--- src/hdl/pfa_pkg.sv ---
// Shared constants, codes and control structs of the page frame allocator.
// Used by pfa_ctrl, pfa_datapath and page_frame_allocator_refcount.
package pfa_pkg;

  localparam int unsigned NUM_PAGES  = 32768;
  localparam int unsigned PAGE_BYTES = 4096;   // power of two
  localparam int unsigned COUNT_BITS = 16;

  localparam int unsigned ADDR_W    = 32;
  localparam int unsigned ACTION_W  = 3;
  localparam int unsigned STATUS_W  = 3;
  localparam int unsigned REF_W     = 16;
  localparam int unsigned CFG_IDX_W = 1;

  localparam int unsigned IDX_W   = $clog2(NUM_PAGES);
  localparam int unsigned DEPTH_W = $clog2(NUM_PAGES + 1);
  localparam int unsigned OFF_W   = $clog2(PAGE_BYTES);
  localparam int unsigned S_W     = ADDR_W + 1 - OFF_W;

  localparam logic [63:0] SPAN_BYTES = 64'(NUM_PAGES) * 64'(PAGE_BYTES);
  localparam logic [COUNT_BITS-1:0] COUNT_MAX = '1;

  localparam logic [ADDR_W-1:0] RAM_BASE_RST   = 32'h8000_0000;
  localparam logic [ADDR_W-1:0] FIRST_FREE_RST = 32'h8002_0000;

  typedef enum logic [ACTION_W-1:0] {
    ACT_ALLOC  = 3'd0,
    ACT_FREE   = 3'd1,
    ACT_INCREF = 3'd2,
    ACT_DECREF = 3'd3,
    ACT_GETREF = 3'd4,
    ACT_INIT   = 3'd5
  } action_e;

  typedef enum logic [STATUS_W-1:0] {
    STAT_OK        = 3'd0,
    STAT_OOM       = 3'd1,
    STAT_BAD_ADDR  = 3'd2,
    STAT_UNDERFLOW = 3'd3,
    STAT_OVERFLOW  = 3'd4
  } status_e;

  typedef enum logic [CFG_IDX_W-1:0] {
    CFG_RAM_BASE   = 1'b0,
    CFG_FIRST_FREE = 1'b1
  } cfg_reg_e;

  typedef struct packed {
    logic capture;
    logic exec;
    logic init_p0;
    logic init_rng;
    logic sweep_step;
    logic sweep_push;
  } ctrl_cmd_t;

  typedef struct packed {
    logic sweep_last;
  } dp_sts_t;

endpackage

--- src/hdl/pfa_ctrl.sv ---
// Controller of the page frame allocator: one-hot state machine, handshakes
// and command strobes for pfa_datapath.
// Depends on pfa_pkg.
module pfa_ctrl import pfa_pkg::*; (
  input  logic                clk_i,
  input  logic                rst_ni,
  input  logic                in_valid_i,
  output logic                in_stall_o,
  input  logic [ACTION_W-1:0] in_action_i,
  output logic                out_valid_o,
  input  logic                out_stall_i,
  input  dp_sts_t             sts_i,
  output ctrl_cmd_t           cmd_o
);

  typedef enum logic [5:0] {
    ST_CLEAR    = 6'b000001,
    ST_IDLE     = 6'b000010,
    ST_EXEC     = 6'b000100,
    ST_INIT_P0  = 6'b001000,
    ST_INIT_RNG = 6'b010000,
    ST_SWEEP    = 6'b100000
  } state_e;

  state_e state_q, state_d;
  logic   out_valid_q, out_valid_d;
  logic   accept, out_free;

  assign in_stall_o = (state_q != ST_IDLE);
  assign accept     = in_valid_i && (state_q == ST_IDLE);
  assign out_free   = !out_valid_q || !out_stall_i;

  assign cmd_o.capture    = accept;
  assign cmd_o.exec       = (state_q == ST_EXEC) && out_free;
  assign cmd_o.init_p0    = (state_q == ST_INIT_P0);
  assign cmd_o.init_rng   = (state_q == ST_INIT_RNG);
  assign cmd_o.sweep_step = (state_q == ST_CLEAR) || (state_q == ST_SWEEP);
  assign cmd_o.sweep_push = (state_q == ST_SWEEP);

  always_comb begin
    state_d = state_q;
    case (state_q)
      ST_CLEAR: begin
        if (sts_i.sweep_last) state_d = ST_IDLE;
      end
      ST_IDLE: begin
        if (accept) state_d = (in_action_i == ACT_INIT) ? ST_INIT_P0 : ST_EXEC;
      end
      ST_INIT_P0:  state_d = ST_INIT_RNG;
      ST_INIT_RNG: state_d = ST_SWEEP;
      ST_SWEEP: begin
        if (sts_i.sweep_last) state_d = ST_EXEC;
      end
      ST_EXEC: begin
        if (out_free) state_d = ST_IDLE;
      end
      default: state_d = ST_CLEAR;
    endcase
  end

  always_comb begin
    out_valid_d = out_valid_q;
    if (cmd_o.exec) begin
      out_valid_d = 1'b1;
    end else if (out_valid_q && !out_stall_i) begin
      out_valid_d = 1'b0;
    end
  end

  always_ff @(posedge clk_i or negedge rst_ni) begin
    if (!rst_ni) begin
      state_q     <= ST_CLEAR;
      out_valid_q <= 1'b0;
    end else begin
      state_q     <= state_d;
      out_valid_q <= out_valid_d;
    end
  end

  assign out_valid_o = out_valid_q;

  a_sweep_runs: assert property (@(posedge clk_i) disable iff (!rst_ni)
    (state_q == ST_SWEEP && !sts_i.sweep_last) |=> state_q == ST_SWEEP)
    else $error("init sweep left early");

  a_accept_exec: assert property (@(posedge clk_i) disable iff (!rst_ni)
    (in_valid_i && !in_stall_o && in_action_i != ACT_INIT) |=> state_q == ST_EXEC)
    else $error("accepted item not executed");

  a_result_src: assert property (@(posedge clk_i) disable iff (!rst_ni)
    $rose(out_valid_o) |-> $past(state_q == ST_EXEC))
    else $error("result raised outside execute step");

endmodule

--- config.mk ---
export PLATFORM = sky130hd
export DESIGN_NAME = pfa_ctrl
export DESIGN_NICKNAME = d
export VERILOG_FILES = /design/src/hdl/pfa_pkg.sv /design/src/hdl/pfa_ctrl.sv
export SDC_FILE = /design/constraint.sdc
export NUM_CORES = 1
export LEC_CHECK = 0
export BUFFER_PORTS_ARGS = -buffer_cell sky130_fd_sc_hd__buf_2
export CAP_MARGIN = 20
export CORE_AREA = 2 2 39 41
export DETAILED_ROUTE_END_ITERATION = 10
export DIE_AREA = 0 0 41 43
export PLACE_DENSITY = 0.69
export SLEW_MARGIN = 10
export SYNTH_ARGS = -nofsm -noshare
export SYNTH_HDL_FRONTEND = slang
export SYNTH_SLANG_ARGS = --single-unit
export TNS_END_PERCENT = 100
--- constraint.sdc ---
create_clock -name clk_i -period 4.8 [get_ports clk_i]
set_input_delay 0.48 -clock clk_i [delete_from_list [all_inputs] [get_ports clk_i]]
set_output_delay 0.48 -clock clk_i [all_outputs]
set_load 0.005 [all_outputs]
### After elaboration in Yosys (flattened, before gate mapping)

Cells that the tools add are included.

| storage, ports and cells | value |
|---|---|
| bits in registers | 7 |

| operators by class | value |
|---|---|
| mux-type cells | 8 |
| reduce and logical (&&, ||, !) cells | 9 |
| equal/unequal tests | 12 |

Operator list:

| operator | count |
|---|---|
| one-hot mux 6 bit (6 select lines) | 1 |
| two-way mux 6 bit | 4 |
| != test 2 bit, second input constant | 4 |
| == test 6 x 1 -> 1 bit, second input constant | 1 |
| == test 6 x 2 -> 1 bit, second input constant | 1 |
| == test 6 x 3 -> 1 bit, second input constant | 1 |
| == test 6 x 4 -> 1 bit, second input constant | 1 |
| == test 6 x 5 -> 1 bit, second input constant | 1 |
| == test 6 bit, second input constant | 1 |
| != test 6 x 2 -> 1 bit, second input constant | 1 |
| two-way mux 4 bit | 1 |
| AND reduction 4 bit | 1 |
| == test 3 bit, second input constant | 1 |
| logical AND 1 bit | 3 |
| logical NOT 1 bit | 2 |
| logical OR 1 bit | 2 |
| two-way mux 1 bit | 2 |
| nonzero test 2 bit | 1 |

### Longest topological paths before layout

Gate-level depths: netlist (run 1).

| logic depth | value |
|---|---|
| word-level depth | 4 |
| depth in mapped cells | 5 |

### Worst setup path before layout (run 1)

Ideal clock, no wire load.

| timing | value |
|---|---|
| path type | flip-flop to output port |
| start point | register state_q[0] |
| end point | output cmd_o[4] in the netlist's numbering |
| slack | 2653 ps |
| data arrival time | 1667 ps |
| required time | 4320 ps |
| stages on the path, launching flop included | 6 |
| path through | dfstp_2 buf_6 or4_4 or3b_4 a21oi_1 buf_4 |

RTL lines:

| what | line | source |
|---|---|---|
| from (decl) | pfa_ctrl.sv:25 | `state_e state_q, state_d;` |
| from (signal assigned) | pfa_ctrl.sv:75 | `state_q <= state_d;` |
| to (decl) | pfa_ctrl.sv:13 | `output ctrl_cmd_t cmd_o` |

==> flow_summary.json, run 1 <==
{
  "dpl.hpwl_um": 775,
  "area_growth_syn_to_layout_pct": 18.4,
  "critPathMaxStageDelay_ps": 520,
  "clkSinkCount": 7,
  "cp-end-kind": "output pin",
  "antenna_left": 0,
  "cts_tree": "yes",
  "io-pin-count": 16,
  "fin_worst_skew_ps": 6.91,
  "vias": 412,
  "synth.distinct_cells": 26,
  "dieWidth_um": 41,
  "grt_usage_pct": 14.3,
  "worst-path-stages": 4,
  "finalWirelength_um": 1020,
  "arrival_ps": 1940,
  "leakagePower_nw": 0.261,
  "initial_utilization_pct": 33.4,
  "nNetsFinal": 71,
  "r2r-start": "state_q[4]$_DFFE_PN0P_",
  "rsz0062_at_grt": "false",
  "die_h_um": 43,
  "layout-drive-gt1-share_pct": 38.7,
  "grt_pass1_wl_um": 1650,
  "slowest_stage": "or4_4",
  "insertion_delay_ps": 270,
  "vdd_drop_max_v": 0.000192,
  "cp-endpoint": "cmd_o[4]",
  "hp-class": "in2async",
  "first_pass_iters": 3,
  "power.density_nw_per_um2": 463,
  "worst_pin_slew_ps": 450,
  "numCtsBuffers": 3,
  "power.share.combinational_pct": 39.6,
  "cp_max_fo": 8,
  "cp.required_ps": 4320,
  "reg2reg_slack_ps": 2930,
  "fin_crit_ps": 2420,
  "dpl_cell_area_um2": 519,
  "drt-wirelength-per-cell_um": 13.1,
  "gp_congestion": 0.702,
  "ctsResizeCount": 0,
  "io_buffer_count": 15,
  "synth_nets": 57,
  "root_buffer": "clkbuf_4",
  "netlist_area_um2": 462,
  "ff2ff_path_depth": 4,
  "outcome": "finished, final reports clean",
  "fillers": 139,
  "cts_hold_buf": 0,
  "max_freq_ghz": 0.412,
  "finalSetupViolCount": 0,
  "slew_headroom_pct": 69.5,
  "drc_errors": 0,
  "start_kind": "flip-flop",
  "viasPerCell": 5.28,
  "clockBufferDepth": 2,
  "cap_violations": 0,
  "fin_crit_sh_pct": 50.5,
  "ys_warn_count": 0,
  "netlist_instances": 49,
  "clock_power_share_pct": 23.0,
  "crit_chain": "or4_4 -> or3b_4 -> a21oi_1 -> buf_2",
  "postCtsSetupBuffers": 0,
  "grt_overflow_total": 0,
  "grt_pass1_vias": 396,
  "antenna_cells": 0,
  "seq_area_frac_synth_pct": 38.2,
  "grt_max_degree": 9,
  "clkTransAtPathRegs_ps": 60,
  "crit_type": "reg2out",
  "worst-path-buf-inv": 1,
  "p_switching_w": 0.0000941,
  "antenna_found_initial": 0,
  "crit_family": "simple AND/OR/NAND/NOR gates",
  "pwr-share-seq_pct": 37.5,
  "setup_tns_ps": 0,
  "rr_endpoint": "state_q[2]$_DFFE_PN0P_",
  "cts_max_level": 1,
  "drtIter0Drc": 9,
  "power.internal_w": 0.000159,
  "finalWorstSetupSlack_ps": 2380,
  "startpoint": "state_q[4]$_DFFE_PN0P_",
  "fp-row-count": 14,
  "pre_cts_ws_ps": 2680,
  "core_um2": 1380,
  "die-area_um2": 1760,
  "finalHoldViolations": 0,
  "synth-seq-cells": 7,
  "maxSlewViolCount": 0,
  "swShare_pct": 37.1,
  "avgSynthCellArea_um2": 9.42,
  "fin_area_um2": 547
}
-- stage by stage --
stage | cells | util (%) | hold WS [ps] | total power, W
after floorplan | 49 | - | 184 | 0.000178
after global placement | 74 | 37.5 | 319 | 0.000194
after detailed placement | 74 | 37.5 | 322 | 0.000196
after CTS | 78 | 39.5 | 41.7 | 0.000253
after global routing | 78 | 39.5 | 31.0 | 0.000273
final | 78 | 39.5 | 32.6 | 0.000253
-- worst min path at each step --
stage | start | end | slack, ps | cells after the start
after floorplan | rst_ni | out_valid_o$_DFFE_PN0P_ | 180 | 0
after global placement | rst_ni | state_q[4]$_DFFE_PN0P_ | 320 | 1
final | rst_ni | out_valid_o$_DFFE_PN0P_ | 30 | 1
after global routing | rst_ni | state_q[2]$_DFFE_PN0P_ | 30 | 1
after detailed placement | rst_ni | out_valid_o$_DFFE_PN0P_ | 320 | 1
after CTS | rst_ni | out_valid_o$_DFFE_PN0P_ | 40 | 1
-- final cells by class --
cell class	instances	area (µm²)	share of cell area [%]
tap	16	20.0	3.66
multi-input combinational	36	248	45.3
clock buffer	3	22.5	4.12
clock inverter	1	5.00	0.915
sequential	7	176	32.3
timing repair buffer	15	75.1	13.7
-- registers in the layout (all words and copies together), names as in the netlist --
name         cells
out_valid_o      1
state_q          6
-- cell usage after synthesis --
master / count / area [µm²]
buf_4: 2 / 15.0
o22ai_1: 2 / 12.5
clkbuf_1: 3 / 11.3
buf_6: 1 / 11.3
a21o_1: 1 / 7.51
and3_1: 1 / 6.26
or4_1: 2 / 15.0
nor3_1: 3 / 15.0
and3_2: 1 / 7.51
nor3b_1: 4 / 30.0
xnor2_1: 2 / 17.5
nand2_1: 5 / 18.8
dfstp_2: 1 / 26.3
nor4b_1: 1 / 8.76
xor2_1: 1 / 8.76
nor2_1: 4 / 15.0
o21ai_0: 1 / 5.00
a21oi_1: 1 / 5.00
or3_1: 1 / 6.26
dfrtp_1: 6 / 150
or3b_4: 1 / 11.3
nand3b_1: 1 / 7.51
o221ai_4: 1 / 26.3
or4_4: 1 / 11.3
a31oi_1: 1 / 6.26
nor4_1: 1 / 6.26
-- cell usage in the layout (no fill, tap or decap), drive strengths merged --
master,count
a21o,1
a21oi,1
a31oi,1
and3,2
buf,15
clkbuf,3
clkinv,1
dfrtp,6
dfstp,1
nand2,5
nand3b,1
nor2,4
nor3,3
nor3b,4
nor4,1
nor4b,1
o21ai,1
o221ai,1
o22ai,2
or3,1
or3b,1
or4,3
xnor2,2
xor2,1
-- metal layers --
layer	part of all wire [%]	wire, µm	GRT usage, %
met5	0	0	0
met4	3.9	40	12.0
met3	3.9	40	3.14
met2	44	448	19.4
met1	48	493	18.2
-- logic make-up after synthesis --
group / count (synthesis) / synth area share (%)
buf+inv: 6 / 8.13
xor+xnor: 3 / 5.69
flops: 7 / 38.2
simple gates: 26 / 34.4
compound gates: 7 / 13.6
-- power by group through the flow --
stage	sequential, W	combinational [W]	clock, W
2_1_floorplan	0.0000827	0.0000949	0
3_3_place_gp	0.0000943	0.0000999	0
3_5_place_dp	0.0000953	0.000101	0
4_1_cts	0.0000945	0.000101	0.0000571
5_1_grt	0.0000976	0.000113	0.0000626
6_report	0.0000949	0.000100	0.0000582
No activity file was read; power rests on OpenSTA's default activity.
==> run 2: changes to the inputs <==
--- a/config.mk
+++ b/config.mk
@@ -10,7 +10,7 @@
 export CORE_AREA = 2 2 39 41
 export DETAILED_ROUTE_END_ITERATION = 10
 export DIE_AREA = 0 0 41 43
-export PLACE_DENSITY = 0.69
+export PLACE_DENSITY = 0.71
 export SLEW_MARGIN = 10
 export SYNTH_ARGS = -nofsm -noshare
 export SYNTH_HDL_FRONTEND = slang
==> constraint.sdc (replaced) <==
create_clock -name clk_i -period 2 [get_ports clk_i]
set_input_delay 0.2 -clock clk_i [delete_from_list [all_inputs] [get_ports clk_i]]
set_output_delay 0.2 -clock clk_i [all_outputs]
set_load 0.005 [all_outputs]
==> flow_summary.json, run 2 (synthesis gave the netlist of run 1 again) <==
{
  "core_um2": 1380,
  "largest_register_ffs": 6,
  "fin_crit_ps": 1990,
  "clkTransAtPathRegs_ps": 50,
  "gp_congestion": 0.797,
  "dp.cells": 76,
  "grt_usage_pct": 14.9,
  "dieWidth_um": 41,
  "arrival_ps": 1790,
  "drtIter0Drc": 7,
  "clock_power_share_pct": 18.9,
  "clkSinkCount": 7,
  "die-area_um2": 1760,
  "mostFrequentLayoutCell": "buf_2",
  "rr_endpoint": "state_q[1]$_DFFE_PN0P_",
  "finalSetupViolCount": 0,
  "finalWirelength_um": 1080,
  "maxSlewViolCount": 0,
  "crit_family": "simple AND/OR/NAND/NOR gates",
  "drt-wirelength-per-cell_um": 12.2,
  "hp-class": "in2reg",
  "vdd_drop_max_v": 0.000548,
  "root_buffer": "clkbuf_4",
  "cp-end-kind": "output pin",
  "fp-row-count": 14,
  "slowest_stage": "or4_4",
  "viasPerCell": 5.23,
  "grt_overflow_total": 0,
  "outcome": "finished, final reports clean",
  "fin_worst_skew_ps": 1.83,
  "swShare_pct": 34.4,
  "cts_max_level": 1,
  "clockBufferDepth": 2,
  "finalHoldViolations": 0,
  "power.internal_w": 0.000432,
  "cap_violations": 0,
  "max_freq_ghz": 0.503,
  "startpoint": "state_q[0]$_DFFE_PN1P_",
  "pwr-share-seq_pct": 32.0,
  "area_growth_syn_to_layout_pct": 37.1,
  "cp_max_fo": 4,
  "cts_tree": "yes",
  "fin_crit_sh_pct": 99.4,
  "fin_cells": 88,
  "layout-drive-gt1-share_pct": 48.6,
  "largest-register": "state_q",
  "start_kind": "flip-flop",
  "critPathMaxStageDelay_ps": 530,
  "initial_utilization_pct": 33.4,
  "reg2reg_slack_ps": 100,
  "insertion_delay_ps": 250,
  "grt_max_degree": 9,
  "power.share.combinational_pct": 49.1,
  "cp-endpoint": "cmd_o[4]",
  "cp.required_ps": 1800,
  "io-pin-count": 16,
  "first_pass_iters": 4,
  "final_cell_mix": "15 x buf_2, 9 x buf_4, 5 x nand2_1, 5 x dfrtp_1, 4 x nor2_1",
  "nNetsFinal": 81,
  "worst_pin_slew_ps": 478,
  "drc_errors": 0,
  "antenna_found_initial": 0,
  "p_switching_w": 0.000227,
  "crit_type": "reg2out",
  "worst-path-buf-inv": 1,
  "finalPower_w": 0.000659,
  "numCtsBuffers": 3,
  "hold_ws_ps": 225,
  "leakagePower_nw": 0.306,
  "dpl.hpwl_um": 789,
  "hold_depth": 2,
  "r2r-start": "state_q[0]$_DFFE_PN1P_",
  "io_buffer_count": 15,
  "rsz0062_at_grt": "true",
  "worst-path-stages": 4,
  "crit_chain": "or4_4 -> or3b_4 -> a21oi_2 -> buf_2",
  "ff2ff_path_depth": 5,
  "power.density_nw_per_um2": 1040,
  "slew_headroom_pct": 67.7,
  "grt_pass1_vias": 444,
  "die_h_um": 43,
  "vias": 460,
  "antenna_cells": 0,
  "grt_pass1_wl_um": 1720,
  "antenna_left": 0
}
==> run 2: worst min path at each step <==
stage | startpoint | to | slack, ps
after global placement | rst_ni | state_q[5]$_DFFE_PN0P_ | 40
after floorplan | rst_ni | out_valid_o$_DFFE_PN0P_ | -100
after global routing | in_valid_i | state_q[1]$_DFFE_PN0P_ | 220
final | in_valid_i | state_q[1]$_DFFE_PN0P_ | 230
after CTS | in_valid_i | state_q[1]$_DFFE_PN0P_ | 210
after detailed placement | rst_ni | state_q[4]$_DFFE_PN0P_ | 40
==> run 2: layer usage <==
layer	track usage (%)	share of wire, %	routed length, µm	vias up
met2	24.4	52	561	20
met4	13.3	1.3	14	0
met5	0	0	0	-
met3	2.09	6.0	65	2
li1	-	-	-	227
met1	14.9	40	433	211
==> run 2: power groups by stage <==
stage / Sequential (W) / Clock [W] / Combinational [W]
2_1_floorplan: 0.000199 / 0 / 0.000228
3_3_place_gp: 0.000227 / 0 / 0.000243
3_5_place_dp: 0.000229 / 0 / 0.000245
4_1_cts: 0.000208 / 0.000130 / 0.000322
5_1_grt: 0.000214 / 0.000142 / 0.000355
6_report: 0.000211 / 0.000125 / 0.000324
==> run 2: cell type report <==
class | count | area, µm²
fillers | 133 | 751
well taps | 16 | 20.0
multi-input cells | 36 | 256
clock buffers | 4 | 26.3
repair buffers | 25 | 153
flip-flops and latches | 7 | 178
==> run 2: through the flow <==
stage          area, µm²  util [%]  TNS (ps)  worst slack, ps
2_1_floorplan        462         -         0              133
3_3_place_gp         534      38.6         0              148
3_5_place_dp         534      38.6         0              115
4_1_cts              621      44.8         0             9.73
5_1_grt              633      45.8     -79.0            -49.1
6_report             633      45.8         0             11.5
==> run 2: timing repair <==
action / CTS / global route
buffers inserted: 6 / 1
pin swaps: 2 / 0
gates resized for setup: 2 / 1
setup endpoints to repair: 2 / 3
endpoints found under the hold margin: 7 / 0
hold buffers: 1 / 0
==> run 3: changes to the inputs <==
--- a/config.mk
+++ b/config.mk
@@ -11,6 +11,7 @@
 export DETAILED_ROUTE_END_ITERATION = 10
 export DIE_AREA = 0 0 41 43
 export PLACE_DENSITY = 0.71
+export SETUP_SLACK_MARGIN = 0.3
 export SLEW_MARGIN = 10
 export SYNTH_ARGS = -nofsm -noshare
 export SYNTH_HDL_FRONTEND = slang
==> flow_summary.json, run 3 (synthesis gave the netlist of run 1 again) <==
{
  "viasPerCell": 5.18,
  "drc_errors": 0,
  "cp-endpoint": "cmd_o[4]",
  "fin_cells": 93,
  "dpl.hpwl_um": 807,
  "fin_crit_ps": 1970,
  "fillers": 127,
  "swShare_pct": 35.1,
  "clkTransAtPathRegs_ps": 50,
  "clkSinkCount": 7,
  "antenna_left": 0,
  "grt_usage_pct": 17.2,
  "finalSetupViolCount": 0,
  "power.share.combinational_pct": 58.2,
  "ff2ff_path_depth": 5,
  "crit_type": "reg2out",
  "layout-drive-gt1-share_pct": 67.5,
  "vias": 482,
  "p_switching_w": 0.000290,
  "rsz0062_at_grt": "true",
  "root_buffer": "clkbuf_4",
  "cp_max_fo": 2,
  "power.density_nw_per_um2": 1070,
  "finalHoldViolations": 0,
  "largest-register": "state_q",
  "maxSlewViolCount": 0,
  "fp-row-count": 14,
  "dp.cells": 75,
  "io-pin-count": 16,
  "leakagePower_nw": 0.344,
  "cp-end-kind": "output pin",
  "initial_utilization_pct": 33.4,
  "final_cell_mix": "15 x buf_2, 10 x buf_4, 4 x nand2_1",
  "drt-wirelength-per-cell_um": 13.4,
  "grt_pass1_wl_um": 2010,
  "numCtsBuffers": 3,
  "startpoint": "state_q[5]$_DFFE_PN0P_",
  "multiInputGateArea_um2": 329,
  "gp_congestion": 0.819,
  "insertion_delay_ps": 250,
  "vdd_drop_max_v": 0.000468,
  "largest_register_ffs": 6,
  "clockBufferDepth": 2,
  "mostFrequentLayoutCell": "buf_2",
  "slew_headroom_pct": 82.9,
  "start_kind": "flip-flop",
  "fin_area_um2": 769,
  "cts_max_level": 1,
  "dieWidth_um": 41,
  "core_um2": 1380,
  "antenna_cells": 0,
  "finalWirelength_um": 1240,
  "reg2reg_slack_ps": 130,
  "arrival_ps": 1770,
  "setup_tns_ps": 0,
  "max_freq_ghz": 0.508,
  "fin_worst_skew_ps": 1.41,
  "fin_crit_sh_pct": 98.4,
  "pwr-share-seq_pct": 26.0,
  "cts_tree": "yes",
  "final-seq-area_um2": 180,
  "outcome": "finished, final reports clean",
  "io_buffer_count": 15,
  "grt_overflow_total": 0,
  "r2r-start": "state_q[5]$_DFFE_PN0P_",
  "hp-class": "in2reg",
  "dpl_cell_area_um2": 531,
  "die-area_um2": 1760,
  "clock_power_share_pct": 15.8,
  "antenna_found_initial": 0,
  "first_pass_iters": 4,
  "area_growth_syn_to_layout_pct": 66.7,
  "die_h_um": 43,
  "drtIter0Drc": 1,
  "worst_pin_slew_ps": 255,
  "nNetsFinal": 86,
  "grt_max_degree": 9,
  "power.internal_w": 0.000535,
  "cap_violations": 0,
  "grt_pass1_vias": 475,
  "cp.required_ps": 1800,
  "rr_endpoint": "state_q[2]$_DFFE_PN0P_"
}
-- run 3: changes by cell type in the layout (fill, tap and decap cells not counted), moves of 2 or more --
| cell | change |
|---|---|
| buf_6 | +3 |
| dfrtp_1 | -2 |
| dfrtp_2 | +2 |
| nor3b_1 | -2 |
| nor3b_4 | +3 |
| or4_1 | -2 |
| or4_4 | +2 |
-- run 3: routing by layer --
metal  vias to the layer above  track usage [%]  wire length (µm)
li1                        237                -                 -
met1                       233             19.8               511
met2                         9             27.8               673
met3                         3             4.71                40
met4                         0             8.00                16
met5                         -                0                 0
-- run 3: stage by stage --
stage	util (%)	hold WS [ps]	total power (W)	setup slack (ps)
floorplan	-	-95.6	0.000428	194
global placement	38.3	39.0	0.000464	172
CTS	48.8	209	0.000730	2.41
detailed placement	38.3	40.2	0.000475	142
global route	55.6	228	0.000891	-27.6
finish	55.6	216	0.000825	31.4
-- run 3: what timing repair did --
action / 4_1_cts / 5_1_grt
gates resized for setup: 12 / 9
pin swaps: 6 / 5
hold buffers: 1 / 0
endpoints found under the hold margin: 7 / 0
setup buffers: 8 / 5
endpoints found under the setup margin: 10 / 12
-- run 3: power groups by stage --
stage,combinational (W),clock (W),sequential [W]
floorplan,0.000229,0,0.000199
global placement,0.000238,0,0.000226
detailed placement,0.000247,0,0.000228
CTS,0.000387,0.000133,0.000210
global route,0.000528,0.000143,0.000220
finish,0.000480,0.000130,0.000215
-- run 3: how the worst min path moves through the flow --
stage	start	end	cells past startpoint
floorplan	rst_ni	out_valid_o$_DFFE_PN0P_	0
global placement	rst_ni	state_q[4]$_DFFE_PN0P_	1
detailed placement	rst_ni	state_q[4]$_DFFE_PN0P_	1
CTS	in_valid_i	state_q[1]$_DFFE_PN0P_	2
global route	in_valid_i	state_q[1]$_DFFE_PN0P_	2
finish	in_valid_i	state_q[1]$_DFFE_PN0P_	2
-- run 3: critical path, stage by stage, from the launching register on --
cell	delay [ps]
dfrtp_1	370
or4_4	530
or3b_4	390
a21oi_2	110
buf_2	120
-- run 3: final cells by class --
type,count,area share [%]
Timing Repair Buffer,30,27.8
Tap cell,16,2.60
Multi-Input combinational cell,36,42.8
Clock buffer,4,3.41
Sequential cell,7,23.4
